`src/design/isots_pkg.sv`:
```
// ----------------------------------------------------------------------------
// isots_pkg
// shared types and constants of the iso-8601 utc timestamp parser
// ----------------------------------------------------------------------------
package isots_pkg;

  // parse position, one per expected character, then the tail states
  typedef enum logic [4:0] {
    PH_Y0, PH_Y1, PH_Y2, PH_Y3, PH_DASH1, PH_MO0, PH_MO1, PH_DASH2,
    PH_D0, PH_D1, PH_T, PH_H0, PH_H1, PH_COLON1, PH_MI0, PH_MI1,
    PH_COLON2, PH_S0, PH_S1, PH_AFTER_SEC, PH_FRAC_FIRST, PH_FRAC_MORE,
    PH_DONE
  } isots_phase_t;

  typedef enum logic [3:0] {
    ERR_NONE, ERR_YEAR, ERR_DASH, ERR_MONTH, ERR_DAY, ERR_T, ERR_HOUR,
    ERR_COLON, ERR_MINUTE, ERR_SECOND, ERR_EMPTY_FRAC, ERR_Z,
    ERR_TRAILING, ERR_RANGE
  } isots_err_t;

  typedef enum logic [2:0] {
    FLD_NONE, FLD_YEAR_HI, FLD_YEAR_LO, FLD_MONTH, FLD_DAY, FLD_HOUR,
    FLD_MINUTE, FLD_SECOND
  } isots_field_t;

  localparam int FRAC_W = 30;
  localparam int DAYS_W = 24;
  localparam int TOD_W  = 19;
  localparam int SECS_W = 41;
  localparam int SPLIT  = 20;
  localparam int PLO_W  = 50;
  localparam int PHI_W  = 64 - SPLIT;
  localparam int TS_W   = 64;

  localparam logic [7:0] CH_DASH  = 8'h2D;
  localparam logic [7:0] CH_COLON = 8'h3A;
  localparam logic [7:0] CH_DOT   = 8'h2E;
  localparam logic [7:0] CH_T     = 8'h54;
  localparam logic [7:0] CH_Z     = 8'h5A;
  localparam logic [7:0] CH_ZERO  = 8'h30;
  localparam logic [7:0] CH_NINE  = 8'h39;

  localparam logic [3:0] FRAC_DIGITS = 4'd9;
  localparam logic [3:0] FRAC_SAT    = 4'd10;

  localparam logic [6:0] MAX_HOUR = 7'd23;
  localparam logic [6:0] MAX_MS   = 7'd59;

  // days-from-civil constants, year split as 100*h + l
  localparam logic [DAYS_W-1:0] DAYS_PER_CENT = 24'd36524;
  localparam logic [DAYS_W-1:0] DAYS_PER_YEAR = 24'd365;
  localparam logic [DAYS_W-1:0] EPOCH_OFFSET  = 24'd719469;
  localparam logic [TOD_W-1:0]  SEC_PER_HOUR  = 19'd3600;
  localparam logic [TOD_W-1:0]  SEC_PER_MIN   = 19'd60;
  localparam logic [SECS_W-1:0] SEC_PER_DAY   = 41'd86400;
  localparam logic [FRAC_W-1:0] NS_PER_SEC    = 30'd1000000000;

  // one parsed string as it leaves the front end
  typedef struct packed {
    isots_err_t  err;
    logic [6:0]  year_hi;
    logic [6:0]  year_lo;
    logic [6:0]  month;
    logic [6:0]  day;
    logic [6:0]  hour;
    logic [6:0]  minute;
    logic [6:0]  second;
    logic [FRAC_W-1:0] frac;
  } isots_rec_t;

  typedef struct packed {
    logic            ok;
    isots_err_t      err;
    logic [TS_W-1:0] ts;
  } isots_res_t;

endpackage

```
`src/design/isots_fifo.sv`:
```
// ----------------------------------------------------------------------------
// isots_fifo
// small register queue with count, used behind the front and behind the back end
// ----------------------------------------------------------------------------
module isots_fifo #(
  parameter int WIDTH = 8,
  parameter int DEPTH = 4
) (
  input  logic             clk,
  input  logic             rst_n,
  input  logic             push,
  input  logic [WIDTH-1:0] din,
  output logic             full,
  input  logic             pop,
  output logic [WIDTH-1:0] dout,
  output logic             empty
);

  localparam int PTR_W = $clog2(DEPTH);
  localparam int CNT_W = $clog2(DEPTH + 1);

  logic [WIDTH-1:0] mem_r [DEPTH];
  logic [PTR_W-1:0] wr_ptr_r, wr_ptr_nxt;
  logic [PTR_W-1:0] rd_ptr_r, rd_ptr_nxt;
  logic [CNT_W-1:0] cnt_r, cnt_nxt;
  logic             do_push, do_pop;

  assign full    = (cnt_r == CNT_W'(DEPTH));
  assign empty   = (cnt_r == '0);
  assign do_push = push && !full;
  assign do_pop  = pop && !empty;
  assign dout    = mem_r[rd_ptr_r];

  always_comb begin
    wr_ptr_nxt = wr_ptr_r;
    rd_ptr_nxt = rd_ptr_r;
    cnt_nxt    = cnt_r;
    if (do_push) begin
      wr_ptr_nxt = (wr_ptr_r == PTR_W'(DEPTH - 1)) ? '0 : wr_ptr_r + PTR_W'(1);
    end
    if (do_pop) begin
      rd_ptr_nxt = (rd_ptr_r == PTR_W'(DEPTH - 1)) ? '0 : rd_ptr_r + PTR_W'(1);
    end
    if (do_push && !do_pop) begin
      cnt_nxt = cnt_r + CNT_W'(1);
    end else if (do_pop && !do_push) begin
      cnt_nxt = cnt_r - CNT_W'(1);
    end
  end

  always_ff @(posedge clk) begin
    if (!rst_n) begin
      wr_ptr_r <= '0;
      rd_ptr_r <= '0;
      cnt_r    <= '0;
    end else begin
      wr_ptr_r <= wr_ptr_nxt;
      rd_ptr_r <= rd_ptr_nxt;
      cnt_r    <= cnt_nxt;
    end
  end

  always_ff @(posedge clk) begin
    if (do_push) begin
      mem_r[wr_ptr_r] <= din;
    end
  end

endmodule

```
`src/design/isots_front.sv`:
```
// ----------------------------------------------------------------------------
// isots_front
// per-byte syntax check and digit accumulation, one record per string
// ----------------------------------------------------------------------------
module isots_front
  import isots_pkg::*;
(
  input  logic       clk,
  input  logic       rst_n,
  input  logic       take,
  input  logic [7:0] char_byte,
  input  logic       last_byte,
  output logic       rec_push,
  output isots_rec_t rec
);

  typedef struct packed {
    logic         layout;
    logic         digit;
    logic [7:0]   ch;
    isots_err_t   err;
    isots_field_t field;
  } slot_t;

  function automatic slot_t slot_of(isots_phase_t ph);
    slot_t s;
    s = '{layout: 1'b1, digit: 1'b1, ch: 8'h00, err: ERR_YEAR, field: FLD_NONE};
    unique case (ph)
      PH_Y0, PH_Y1: s.field = FLD_YEAR_HI;
      PH_Y2, PH_Y3: s.field = FLD_YEAR_LO;
      PH_DASH1, PH_DASH2: begin
        s.digit = 1'b0;
        s.ch    = CH_DASH;
        s.err   = ERR_DASH;
      end
      PH_MO0, PH_MO1: begin
        s.err   = ERR_MONTH;
        s.field = FLD_MONTH;
      end
      PH_D0, PH_D1: begin
        s.err   = ERR_DAY;
        s.field = FLD_DAY;
      end
      PH_T: begin
        s.digit = 1'b0;
        s.ch    = CH_T;
        s.err   = ERR_T;
      end
      PH_H0, PH_H1: begin
        s.err   = ERR_HOUR;
        s.field = FLD_HOUR;
      end
      PH_COLON1, PH_COLON2: begin
        s.digit = 1'b0;
        s.ch    = CH_COLON;
        s.err   = ERR_COLON;
      end
      PH_MI0, PH_MI1: begin
        s.err   = ERR_MINUTE;
        s.field = FLD_MINUTE;
      end
      PH_S0, PH_S1: begin
        s.err   = ERR_SECOND;
        s.field = FLD_SECOND;
      end
      default: begin
        s.layout = 1'b0;
        s.digit  = 1'b0;
        s.err    = ERR_NONE;
      end
    endcase
    return s;
  endfunction

  function automatic logic [26:0] frac_weight(logic [3:0] idx);
    logic [26:0] w;
    unique case (idx)
      4'd0:    w = 27'd100000000;
      4'd1:    w = 27'd10000000;
      4'd2:    w = 27'd1000000;
      4'd3:    w = 27'd100000;
      4'd4:    w = 27'd10000;
      4'd5:    w = 27'd1000;
      4'd6:    w = 27'd100;
      4'd7:    w = 27'd10;
      4'd8:    w = 27'd1;
      default: w = 27'd0;
    endcase
    return w;
  endfunction

  isots_phase_t phase_r, phase_nxt, phase_take;
  isots_rec_t   acc_r, acc_nxt, acc_take;
  logic [3:0]   fdig_r, fdig_nxt, fdig_take;
  isots_err_t   err_take, end_err;
  slot_t        cur, after;
  logic         is_dig, in_frac, take_digit, take_frac;
  logic [3:0]   dval;

  assign is_dig  = (char_byte >= CH_ZERO) && (char_byte <= CH_NINE);
  assign dval    = char_byte[3:0];
  assign in_frac = (phase_r == PH_FRAC_FIRST) || (phase_r == PH_FRAC_MORE);

  // next state
  always_comb begin
    phase_take = phase_r;
    err_take   = acc_r.err;
    if (acc_r.err == ERR_NONE) begin
      if (cur.layout) begin
        if (cur.digit ? !is_dig : (char_byte != cur.ch)) begin
          err_take = cur.err;
        end else begin
          phase_take = isots_phase_t'(phase_r + 5'd1);
        end
      end else begin
        unique case (phase_r)
          PH_AFTER_SEC: begin
            priority if (char_byte == CH_DOT) phase_take = PH_FRAC_FIRST;
            else if (char_byte == CH_Z)       phase_take = PH_DONE;
            else                              err_take   = ERR_Z;
          end
          PH_FRAC_FIRST, PH_FRAC_MORE: begin
            priority if (is_dig)               phase_take = PH_FRAC_MORE;
            else if (phase_r == PH_FRAC_FIRST) err_take   = ERR_EMPTY_FRAC;
            else if (char_byte == CH_Z)        phase_take = PH_DONE;
            else                               err_take   = ERR_Z;
          end
          default: err_take = ERR_TRAILING;
        endcase
      end
    end
    phase_nxt = take ? (last_byte ? PH_Y0 : phase_take) : phase_r;
  end

  // outputs: slot decode, end-of-string error and the record
  always_comb begin
    cur   = slot_of(phase_r);
    after = slot_of(phase_take);
    if (after.layout) begin
      end_err = after.err;
    end else begin
      unique case (phase_take)
        PH_FRAC_FIRST: end_err = ERR_EMPTY_FRAC;
        PH_DONE:       end_err = ERR_NONE;
        default:       end_err = ERR_Z;
      endcase
    end
    rec      = acc_take;
    rec.err  = (err_take != ERR_NONE) ? err_take : end_err;
    rec_push = take && last_byte;
  end

  // digit accumulation
  always_comb begin
    take_digit = (acc_r.err == ERR_NONE) && cur.layout && cur.digit && is_dig;
    take_frac  = (acc_r.err == ERR_NONE) && in_frac && is_dig;
    acc_take     = acc_r;
    acc_take.err = err_take;
    fdig_take    = fdig_r;
    if (take_digit) begin
      unique case (cur.field)
        FLD_YEAR_HI: acc_take.year_hi = acc_r.year_hi * 7'd10 + {3'b000, dval};
        FLD_YEAR_LO: acc_take.year_lo = acc_r.year_lo * 7'd10 + {3'b000, dval};
        FLD_MONTH:   acc_take.month   = acc_r.month * 7'd10 + {3'b000, dval};
        FLD_DAY:     acc_take.day     = acc_r.day * 7'd10 + {3'b000, dval};
        FLD_HOUR:    acc_take.hour    = acc_r.hour * 7'd10 + {3'b000, dval};
        FLD_MINUTE:  acc_take.minute  = acc_r.minute * 7'd10 + {3'b000, dval};
        FLD_SECOND:  acc_take.second  = acc_r.second * 7'd10 + {3'b000, dval};
        default: ;
      endcase
    end
    if (take_frac) begin
      if (fdig_r < FRAC_DIGITS) begin
        acc_take.frac = acc_r.frac
                      + FRAC_W'(dval) * FRAC_W'(frac_weight(fdig_r));
      end
      if (fdig_r < FRAC_SAT) begin
        fdig_take = fdig_r + 4'd1;
      end
    end
    acc_nxt  = take ? (last_byte ? '0 : acc_take) : acc_r;
    fdig_nxt = take ? (last_byte ? '0 : fdig_take) : fdig_r;
  end

  always_ff @(posedge clk) begin
    if (!rst_n) begin
      phase_r <= PH_Y0;
      acc_r   <= '0;
      fdig_r  <= '0;
    end else begin
      phase_r <= phase_nxt;
      acc_r   <= acc_nxt;
      fdig_r  <= fdig_nxt;
    end
  end

endmodule

```
`src/design/isots_back.sv`:
```
// ----------------------------------------------------------------------------
// isots_back
// five-stage range check and civil-date to nanosecond conversion
// ----------------------------------------------------------------------------
module isots_back
  import isots_pkg::*;
(
  input  logic       clk,
  input  logic       rst_n,
  input  isots_rec_t rec,
  input  logic       rec_valid,
  output logic       rec_pop,
  output isots_res_t res,
  output logic       res_push,
  input  logic       res_full
);

  typedef struct packed {
    isots_err_t  err;
    logic [7:0]  h;
    logic [6:0]  l;
    logic [8:0]  doy;
    logic [6:0]  hour;
    logic [6:0]  minute;
    logic [6:0]  second;
    logic [FRAC_W-1:0] frac;
  } st1_t;

  typedef struct packed {
    isots_err_t        err;
    logic [DAYS_W-1:0] days;
    logic [TOD_W-1:0]  tod;
    logic [FRAC_W-1:0] frac;
  } st2_t;

  typedef struct packed {
    isots_err_t        err;
    logic [SECS_W-1:0] secs;
    logic [FRAC_W-1:0] frac;
  } st3_t;

  typedef struct packed {
    isots_err_t        err;
    logic [PLO_W-1:0]  plo;
    logic [PHI_W-1:0]  phi;
    logic [FRAC_W-1:0] frac;
  } st4_t;

  function automatic logic [4:0] month_len(logic [6:0] mo, logic leap);
    logic [4:0] d;
    unique case (mo)
      7'd1, 7'd3, 7'd5, 7'd7, 7'd8, 7'd10, 7'd12: d = 5'd31;
      7'd4, 7'd6, 7'd9, 7'd11:                    d = 5'd30;
      7'd2:    d = leap ? 5'd29 : 5'd28;
      default: d = 5'd0;
    endcase
    return d;
  endfunction

  // days before the month in a march-based year
  function automatic logic [8:0] march_days(logic [6:0] mo);
    logic [8:0] d;
    unique case (mo)
      7'd1:    d = 9'd306;
      7'd2:    d = 9'd337;
      7'd4:    d = 9'd31;
      7'd5:    d = 9'd61;
      7'd6:    d = 9'd92;
      7'd7:    d = 9'd122;
      7'd8:    d = 9'd153;
      7'd9:    d = 9'd184;
      7'd10:   d = 9'd214;
      7'd11:   d = 9'd245;
      7'd12:   d = 9'd275;
      default: d = 9'd0;
    endcase
    return d;
  endfunction

  logic       v1_r, v2_r, v3_r, v4_r, v5_r;
  st1_t       s1_r, s1_nxt;
  st2_t       s2_r, s2_nxt;
  st3_t       s3_r, s3_nxt;
  st4_t       s4_r, s4_nxt;
  isots_res_t s5_r, s5_nxt;
  logic       adv, leap, fields_ok;
  logic [4:0] dim;
  logic [DAYS_W-1:0] h_ext;

  assign adv      = !v5_r || !res_full;
  assign rec_pop  = adv && rec_valid;
  assign res_push = v5_r && !res_full;
  assign res      = s5_r;

  // stage 1: range check, march-based year split
  always_comb begin
    leap = ((rec.year_lo != 7'd0) && (rec.year_lo[1:0] == 2'b00))
        || ((rec.year_lo == 7'd0) && (rec.year_hi[1:0] == 2'b00));
    dim  = month_len(rec.month, leap);
    fields_ok = (rec.month >= 7'd1) && (rec.month <= 7'd12)
             && (rec.hour <= MAX_HOUR) && (rec.minute <= MAX_MS)
             && (rec.second <= MAX_MS)
             && (rec.day >= 7'd1) && (rec.day <= {2'b00, dim});
    s1_nxt.err = (rec.err != ERR_NONE) ? rec.err
               : (fields_ok ? ERR_NONE : ERR_RANGE);
    // jan and feb belong to the previous march-based year
    priority if (rec.month > 7'd2) begin
      s1_nxt.h = {1'b0, rec.year_hi};
      s1_nxt.l = rec.year_lo;
    end else if (rec.year_lo != 7'd0) begin
      s1_nxt.h = {1'b0, rec.year_hi};
      s1_nxt.l = rec.year_lo - 7'd1;
    end else begin
      s1_nxt.h = {1'b0, rec.year_hi} - 8'd1;
      s1_nxt.l = 7'd99;
    end
    s1_nxt.doy    = march_days(rec.month) + {2'b00, rec.day};
    s1_nxt.hour   = rec.hour;
    s1_nxt.minute = rec.minute;
    s1_nxt.second = rec.second;
    s1_nxt.frac   = rec.frac;
  end

  // stage 2: day count and time of day
  always_comb begin
    h_ext = {{(DAYS_W - 8){s1_r.h[7]}}, s1_r.h};
    s2_nxt.err  = s1_r.err;
    s2_nxt.days = h_ext * DAYS_PER_CENT
                + {{2{h_ext[DAYS_W-1]}}, h_ext[DAYS_W-1:2]}
                + DAYS_W'(s1_r.l) * DAYS_PER_YEAR
                + DAYS_W'(s1_r.l[6:2])
                + DAYS_W'(s1_r.doy)
                - EPOCH_OFFSET;
    s2_nxt.tod  = TOD_W'(s1_r.hour) * SEC_PER_HOUR
                + TOD_W'(s1_r.minute) * SEC_PER_MIN
                + TOD_W'(s1_r.second);
    s2_nxt.frac = s1_r.frac;
  end

  // stage 3: seconds
  always_comb begin
    s3_nxt.err  = s2_r.err;
    s3_nxt.secs = {{(SECS_W - DAYS_W){s2_r.days[DAYS_W-1]}}, s2_r.days} * SEC_PER_DAY
                + SECS_W'(s2_r.tod);
    s3_nxt.frac = s2_r.frac;
  end

  // stage 4: partial products of seconds times 1e9
  always_comb begin
    s4_nxt.err  = s3_r.err;
    s4_nxt.plo  = PLO_W'(s3_r.secs[SPLIT-1:0]) * PLO_W'(NS_PER_SEC);
    s4_nxt.phi  = {{(PHI_W - SECS_W + SPLIT){s3_r.secs[SECS_W-1]}},
                   s3_r.secs[SECS_W-1:SPLIT]} * PHI_W'(NS_PER_SEC);
    s4_nxt.frac = s3_r.frac;
  end

  // stage 5: sum, zero on error
  always_comb begin
    s5_nxt.ok  = (s4_r.err == ERR_NONE);
    s5_nxt.err = s4_r.err;
    s5_nxt.ts  = '0;
    if (s4_r.err == ERR_NONE) begin
      s5_nxt.ts = {s4_r.phi, {SPLIT{1'b0}}} + TS_W'(s4_r.plo) + TS_W'(s4_r.frac);
    end
  end

  always_ff @(posedge clk) begin
    if (!rst_n) begin
      v1_r <= 1'b0;
      v2_r <= 1'b0;
      v3_r <= 1'b0;
      v4_r <= 1'b0;
      v5_r <= 1'b0;
    end else if (adv) begin
      v1_r <= rec_valid;
      v2_r <= v1_r;
      v3_r <= v2_r;
      v4_r <= v3_r;
      v5_r <= v4_r;
    end
  end

  always_ff @(posedge clk) begin
    if (adv) begin
      s1_r <= s1_nxt;
      s2_r <= s2_nxt;
      s3_r <= s3_nxt;
      s4_r <= s4_nxt;
      s5_r <= s5_nxt;
    end
  end

endmodule

```
`src/design/iso8601_timestamp_parser_unit.sv`:
```
// ----------------------------------------------------------------------------
// iso8601_timestamp_parser_unit
// throughput: one byte per cycle while the record queue has room; a string
// of n bytes gives one result, which passes the record queue, five conversion
// stages and a result queue write on its way to the out ports
// reset: synchronous, active low; empties both queues, front starts at year
// ----------------------------------------------------------------------------
module iso8601_timestamp_parser_unit
  import isots_pkg::*;
#(
  parameter int MID_DEPTH = 4,
  parameter int OUT_DEPTH = 4
) (
  input  logic               clk,
  input  logic               rst_n,
  // byte input side
  input  logic               push,
  output logic               full,
  input  logic [7:0]         in_char_byte,
  input  logic               in_last_byte,
  // result queue side
  output logic               empty,
  input  logic               pop,
  output logic               out_ok,
  output logic [3:0]         out_error_code,
  output logic signed [63:0] out_timestamp_ns
);

  // byte transfer into the front parser
  logic       in_take;
  // front to record queue
  logic       rec_push;
  isots_rec_t front_rec;
  // record queue to back end
  logic [$bits(isots_rec_t)-1:0] mid_dout;
  isots_rec_t mid_rec;
  logic       mid_full, mid_empty, mid_pop;
  // back end to result queue
  isots_res_t back_res;
  logic       res_push, res_full;
  // result queue head
  logic [$bits(isots_res_t)-1:0] out_dout;
  isots_res_t out_res;
  logic       out_take;

  // the front only blocks when the record queue has no room
  assign full     = mid_full;
  assign in_take  = push && !full;
  assign out_take = pop && !empty;

  // front: per-byte syntax check and field accumulate
  isots_front u_front (
    .clk       (clk),
    .rst_n     (rst_n),
    .take      (in_take),
    .char_byte (in_char_byte),
    .last_byte (in_last_byte),
    .rec_push  (rec_push),
    .rec       (front_rec)
  );

  // short queue of parsed strings, lets front and back stall on their own
  isots_fifo #(
    .WIDTH ($bits(isots_rec_t)),
    .DEPTH (MID_DEPTH)
  ) u_mid_q (
    .clk   (clk),
    .rst_n (rst_n),
    .push  (rec_push),
    .din   (front_rec),
    .full  (mid_full),
    .pop   (mid_pop),
    .dout  (mid_dout),
    .empty (mid_empty)
  );

  assign mid_rec = isots_rec_t'(mid_dout);

  // back: range check and conversion pipeline, stalls as a whole
  isots_back u_back (
    .clk       (clk),
    .rst_n     (rst_n),
    .rec       (mid_rec),
    .rec_valid (!mid_empty),
    .rec_pop   (mid_pop),
    .res       (back_res),
    .res_push  (res_push),
    .res_full  (res_full)
  );

  // result queue, head drives the out ports
  isots_fifo #(
    .WIDTH ($bits(isots_res_t)),
    .DEPTH (OUT_DEPTH)
  ) u_out_q (
    .clk   (clk),
    .rst_n (rst_n),
    .push  (res_push),
    .din   (back_res),
    .full  (res_full),
    .pop   (out_take),
    .dout  (out_dout),
    .empty (empty)
  );

  assign out_res          = isots_res_t'(out_dout);
  assign out_ok           = out_res.ok;
  assign out_error_code   = out_res.err;
  assign out_timestamp_ns = out_res.ts;

endmodule

```
`config.mk`:
```
export PLATFORM = sky130hd
export DESIGN_NAME = iso8601_timestamp_parser_unit
export DESIGN_NICKNAME = d
export VERILOG_FILES = /design/src/design/isots_pkg.sv /design/src/design/isots_fifo.sv /design/src/design/isots_front.sv /design/src/design/isots_back.sv /design/src/design/iso8601_timestamp_parser_unit.sv
export SDC_FILE = /design/constraint.sdc
export NUM_CORES = 2
export LEC_CHECK = 0
export BUFFER_PORTS_ARGS = -buffer_cell sky130_fd_sc_hd__clkbuf_2
export CAP_MARGIN = 20
export CORE_MARGIN = 1
export CORE_UTILIZATION = 25
export CTS_CLUSTER_DIAMETER = 150
export DETAILED_ROUTE_END_ITERATION = 7
export GPL_TIMING_DRIVEN = 1
export PLACE_DENSITY = 0.41
export SYNTH_ARGS = -nofsm -noshare
export SYNTH_HDL_FRONTEND = slang
export SYNTH_SLANG_ARGS = --single-unit
```
`constraint.sdc`:
```
create_clock -name clk -period 12.6 [get_ports clk]
set_input_delay 3.78 -clock clk [delete_from_list [all_inputs] [get_ports clk]]
set_output_delay 3.78 -clock clk [all_outputs]
set_load 0.05 [all_outputs]
```
=== After elaboration in Yosys (flattened, before gate mapping) ===
Memories as Yosys holds them, arrays and structs flattened. A register that Yosys moved wholly into a read port is not among the register bits.
Index checks and enable logic that the tools add are counted.

* Flip-flop bits (word level): 521
* RAM bits: 608
* ROM bits: 544
* Input bits: 13
* Output and inout bits: 71
* Word-level logic and storage cells: 328
* Memories kept: 4

{| class="wikitable"
|+ Memory list
! memory !! depth !! bits a word !! rd ports !! clocked after memory_dff !! wr ports !! RTL line !! text
|-
| (name not given) || 16 || 25 || 1 || 1 || 0 || isots_front.sv:77 || <nowiki>unique case (idx)</nowiki>
|-
| u_mid_q.mem_r || 4 || 83 || 1 || 1 || 1 || isots_fifo.sv:22 || <nowiki>logic [WIDTH-1:0] mem_r [DEPTH];</nowiki>
|-
| u_out_q.mem_r || 4 || 69 || 1 || 1 || 1 || isots_fifo.sv:22 ||
|-
| (name not given) || 16 || 9 || 1 || 0 || 0 || isots_back.sv:63 || <nowiki>unique case (mo)</nowiki>
|}

* $add $sub $neg: 31
* $mul: 15
* Magnitude comparators: 12
* Equal/unequal tests: 69
* Muxes and demuxes: 69
* Reductions and logical operators: 83

{| class="wikitable"
|+ Operators by type and width
! operator !! number
|-
| two-way mux 83 bit || 1
|-
| == test 5 x 4 -> 1 bit, second input constant || 16
|-
| one-hot mux 4 bit (9 select lines) || 2
|-
| adder 64 x 30 -> 64 bit || 1
|-
| adder 64 x 50 -> 64 bit || 1
|-
| two-way mux 4 bit || 16
|-
| two-way mux 30 bit || 2
|-
| == test 5 bit, second input constant || 11
|-
| two-way mux 27 bit || 2
|-
| adder 7 x 4 -> 7 bit || 7
|-
| multiplier 7 x 3 -> 6 bit, second input constant || 7
|-
| two-way mux 49 bit || 1
|-
| two-way mux 7 bit || 7
|-
| multiplier 44 x 21 -> 35 bit, second input constant || 1
|-
| adder 41 x 19 -> 41 bit || 1
|-
| multiplier 20 x 21 -> 41 bit, second input constant || 1
|-
| multiplier 41 x 10 -> 34 bit, second input constant || 1
|-
| == test 5 x 3 -> 1 bit, second input constant || 8
|-
| two-way mux 5 bit || 8
|-
| OR reduction 19 bit || 2
|-
| OR reduction 2 bit || 18
|-
| == test 7 x 4 -> 1 bit, second input constant || 5
|-
| adder 30 bit || 1
|-
| multiplier 4 x 27 -> 30 bit || 1
|-
| 65 further kinds || 158
|}

=== Logic depth before layout (Yosys ltp) ===
* Word-level depth: 13
* Mapped depth: 35
* Gate-level depth less buffers: 35

=== Modules after synthesis ===
Synthesis repeated with hierarchy kept, for this count alone.

* Cells, all modules: 6556
* Area total of the unflattened synthesis: 81318.0 µm²

{| class="wikitable"
|+ Modules (own cells, without submodules)
! module !! times used !! cells an instance !! area an instance (µm²) !! sequential area each (µm²)
|-
| isots_back || 1 || 4254 || 46646.0 || 12411.9
|-
| isots_fifo (u_mid_q) || 1 || 484 || 12453.2 || 10149.7
|-
| isots_front || 1 || 1403 || 11748.8 || 2242.2
|-
| isots_fifo (u_out_q) || 1 || 412 || 10438.8 || 8468.1
|-
| iso8601_timestamp_parser_unit || 1 || 3 || 31.3 || 0.0
|}

=== Least setup slack after synthesis ===
Ideal clock, no wire load.

* Kind: register to register
* Start point: reg u_out_q.cnt_r[0]
* End point: reg u_mid_q.cnt_r[2]
* Setup time: 70 ps
* Data arrival time: 11749 ps
* Data required time: 12530 ps
* Slack: 781 ps
* Cell stages (with the launch flop): 12
* Buffers on the path: 1
* Clock period less this slack: 11819 ps
* Cells stage by stage: dfxtp_1 nor2_1 and3_1 clkbuf_1 inv_1 o31ai_1 ha_1 inv_1 fa_1 xor2_1 or3_1 a21oi_1

* Word-level cells in the longest chain between the ends: 8
* Elaborated cells between the ends (all ways): 10
* Classes of those cells: eq/ne (1); mux (1); reduce/logical (8)

{| class="wikitable"
|+ Ends and longest elaborated chain
! element !! RTL line !! text
|-
| start, declared || isots_fifo.sv:25 || <nowiki>logic [CNT_W-1:0] cnt_r, cnt_nxt;</nowiki>
|-
| start signal, assigned || isots_fifo.sv:59 || <nowiki>cnt_r <= cnt_nxt;</nowiki>
|-
| == test 3 bit * || isots_fifo.sv:28 || <nowiki>assign full = (cnt_r == CNT_W'(DEPTH));</nowiki>
|-
| zero test 1 bit * || isots_back.sv:90 || <nowiki>assign adv = !v5_r || !res_full;</nowiki>
|-
| logical OR 1 bit * || isots_back.sv:90 ||
|-
| logical AND 1 bit * || isots_back.sv:91 || <nowiki>assign rec_pop = adv && rec_valid;</nowiki>
|-
| logical AND 1 bit * || isots_fifo.sv:31 || <nowiki>assign do_pop = pop && !empty;</nowiki>
|-
| zero test 1 bit || isots_fifo.sv:44 || <nowiki>if (do_push && !do_pop) begin</nowiki>
|-
| logical AND 1 bit || isots_fifo.sv:44 ||
|-
| two-way mux 3 bit or nonzero test 2 bit (tied branches) || -- ||
|-
| end signal, assigned || isots_fifo.sv:59 ||
|-
| end, declared || isots_fifo.sv:25 ||
|}

Mark *: on every way between the ends. The rest lies on a longest branch, timed or not.
A chain may end at the register's enable or synchronous reset.

==> flow_summary_export.csv <==
group,metric,value,unit
outcome,status,"finished, final reports clean",
timing,final_max_slew_viol_count,0,
placement,gp_congestion,0.821,
logic_synthesis,syn-cell-area,79800,um2
global_routing,antenna_found_initial,3,
setup_path,worst_path_largest_cell_delay,0.55,ns
cts,cts_tree,"built",
setup_path,crit_arrival,9.39,ns
logic_synthesis,ys_async_sr_fraction,0,%
setup_path,critPathLaunchType,"flip-flop",
timing,max_slew_margin,24.5,%
global_routing,grt_pass1_vias,49806,
setup_path,reg2reg_depth,34,
floorplanning,num_rows,207,
floorplanning,die-area,321000,um2
routing,routed_wl,186,mm
logic_synthesis,yosys_warnings,0,
global_routing,gr-usage-all-layers,11.5,%
setup_path,cp-end-kind,"flip-flop",
worst_hold_path,hold_path.class,"reg2reg",
setup_path,reg2reg_from,"u_back.h_ext[7]",
floorplanning,core_area,318000,um2
logic_synthesis,synth_flop_cell,"edfxtp_1",
timing,rsz0062_at_grt,"false",
cts,clk_path_buf_depth,4,
routing,first_iter_violations,2095,
global_routing,grt_max_degree,138,
worst_hold_path,hold_depth,0,
global_routing,grt-ovfl-total,0,
job,cap_violations,0,
routing,antenna_left,0,
cells_and_area,drive_gt1_share,8.90,%
setup_path,ff2ff_setup_slack,3.76,ns
routing,viasPerCell,4.27,
routing,first_pass_iters,5,
cts,cts_sinks,1153,
cts,cts_inserted_buffers,143,
worst_hold_path,holdPathEnd,"u_back.s2_r[4]",
logic_synthesis,seq_area_frac_synth,41.7,%
logic_synthesis,syn-num-nets,7894,
logic_synthesis,synthCells,6340,
setup_path,r2r_end,"u_back.s2_r[72]",
routing,vias,46009,
cells_and_area,syn_to_final_growth,12.5,%
routing,route.detailed.drc,0,
timing,hold_violations,0,
logic_synthesis,ys_ff_latch,1153,
routing,met1Wirelength,90.1,mm
timing,fin_crit,8.84,ns
setup_path,slowest_stage,"fa_1",
routing,wl_met2,86.4,mm
cts,path_clk_slew,0.06,ns
cts,cts_root_buf,"clkbuf_16",
cells_and_area,final_cell_mix,"inv_1 (1,129), edfxtp_1 (1,018), ha_1 (891)",
global_routing,grt_pass1_wl,290,mm
timing,min_period_over_period,70.1,%
cts,cts_hold_buf,0,
timing,max_freq,113,MHz
cts,clock_latency,0.81,ns
logic_synthesis,synth-edff-count,1018,
timing,worstMarginPinSlew,1.13,ns
timing,tns,0,ns
logic_synthesis,ys_types,108,
routing,routed-wl-met3,5.07,mm
placement,dp.final_hpwl,140,mm
routing,routed.top_layer,"met4",
cts,h-tree-depth,4,
routing,post_drt_wl_per_cell,17.2,um
setup_path,critPathRequiredTime,13.16,ns
timing,setup_viol,0,
placement,portBuffers,83,
floorplanning,pin_count,84,
floorplanning,die_y,567,um
floorplanning,initial_utilization,25.1,%
setup_path,crit_fanout,32,
timing,finalClockSkew,0.0800,ns
setup_path,worstSetupPathType,"reg2reg",
logic_synthesis,syn_area_per_cell,12.6,um2
cts,postCtsResizedCells,0,
cells_and_area,nNetsFinal,8048,
floorplanning,fp.dieW,567,um
cells_and_area,final_common_cell,"inv_1",
worst_hold_path,hp-start,"u_back.s1_r[4]",
cts,cts_post_setup_buffers_inserted,0,
[cells in the mapped netlist (81+ instances only)]
| cell type | n | share of area (%) |
|---|---|---|
| ha_1 | 891 | 14 |
| a21oi_1 | 254 | 1.6 |
| a22oi_1 | 85 | 0.80 |
| a21o_1 | 99 | 0.93 |
| inv_1 | 1130 | 5.3 |
| nand2_1 | 237 | 1.1 |
| edfxtp_1 | 1018 | 38 |
| fa_1 | 650 | 16 |
| mux4_2 | 145 | 4.1 |
| clkbuf_1 | 81 | 0.38 |
| nor2_1 | 314 | 1.5 |
| xnor2_1 | 267 | 2.9 |
| xor2_1 | 102 | 1.1 |
| o21ai_0 | 143 | 0.90 |
| dfxtp_1 | 135 | 3.4 |
[state kept, by name, indices dropped and copies added, names as in the netlist, 4 cells and up, named ones only]
register and cells:
u_back.s3_r 75, u_back.s1_r 71, u_back.h_ext 8, u_back.s4_r 110, u_front.phase_r 5, u_back.s2_r 77
u_front.acc_r 83, u_front.fdig_r 4, u_mid_q.mem_r 332, u_out_q.mem_r 276, u_back.res 69
[logic make-up (layout without fill, tap and decap cells)]
logic type | after synthesis | count (layout) | share of synthesized area [%]
flip-flops | 1153 | 1153 | 41.7
buffers and inverters | 1248 | 1504 | 5.94
multiplexers | 209 | 209 | 5.05
other | 0 | 1 | 0
AO/OA/AOI/OAI | 857 | 857 | 7.03
adder cells (fa/ha/maj) | 1541 | 1541 | 30.3
XOR/XNOR | 370 | 370 | 4.08
AND/OR/NAND/NOR | 962 | 962 | 5.90
[critical path: cells and delay by family (launching register included)]
| kind | cells | cell delay, ns |
|---|---|---|
| compound gates | 8 | 1.39 |
| xor+xnor | 2 | 0.51 |
| fa+ha+maj | 12 | 4.80 |
| buf+inv | 6 | 0.65 |
| flops | 1 | 0.32 |
| simple gates | 6 | 0.90 |
[per-stage QoR]
stage | instance area [um2] | hold slack, ns | utilization [%] | worst slack, ns | instances
global placement | 85300 | 0.403 | 26.8 | 3.63 | 10528
CTS | 89700 | 0.401 | 28.2 | 3.67 | 10776
floorplan | 79800 | 0.400 | - | 0.781 | 6340
global route | 89700 | 0.413 | 28.2 | 3.17 | 10776
detailed placement | 85300 | 0.405 | 26.8 | 3.59 | 10529
finish | 89700 | 0.405 | 28.2 | 3.76 | 10777
[per-layer routing]
layer  global-route usage, %  vias up
met4                    2.74        0
met1                    15.9    23114
met2                    19.0      472
li1                        -    22218
met3                    1.54      205
met5                       0        -
[cell type report]
cell class / count / area, um2
Timing Repair Buffer: 124 / 739
Antenna cell: 1 / 2.50
Sequential cell: 1153 / 33300
Multi-Input combinational cell: 3939 / 41800
Fill cell: 32465 / 228000
Tap cell: 4180 / 5230
Inverter: 1133 / 4260
Clock buffer: 178 / 3790
Clock inverter: 69 / 634
[how the worst max path moves through the flow]
| stage | start | endpoint | slack, ns | cells past startpoint |
|---|---|---|---|---|
| 2_1_floorplan | u_out_q.cnt_r[0] | u_mid_q.cnt_r[2] | 0.78 | 11 |
| 3_3_place_gp | in_char_byte[3] | u_front.acc_r[21] | 3.63 | 18 |
| 3_5_place_dp | in_char_byte[2] | u_front.acc_r[29] | 3.59 | 17 |
| 4_1_cts | u_back.h_ext[7] | u_back.s2_r[72] | 3.67 | 34 |
| 5_1_grt | u_back.h_ext[7] | u_back.s2_r[72] | 3.17 | 34 |
| 6_report | u_back.h_ext[7] | u_back.s2_r[72] | 3.76 | 34 |
Power is not shown: default switching activity piles up to over one toggle a cycle in this logic, so the estimate is an artifact.
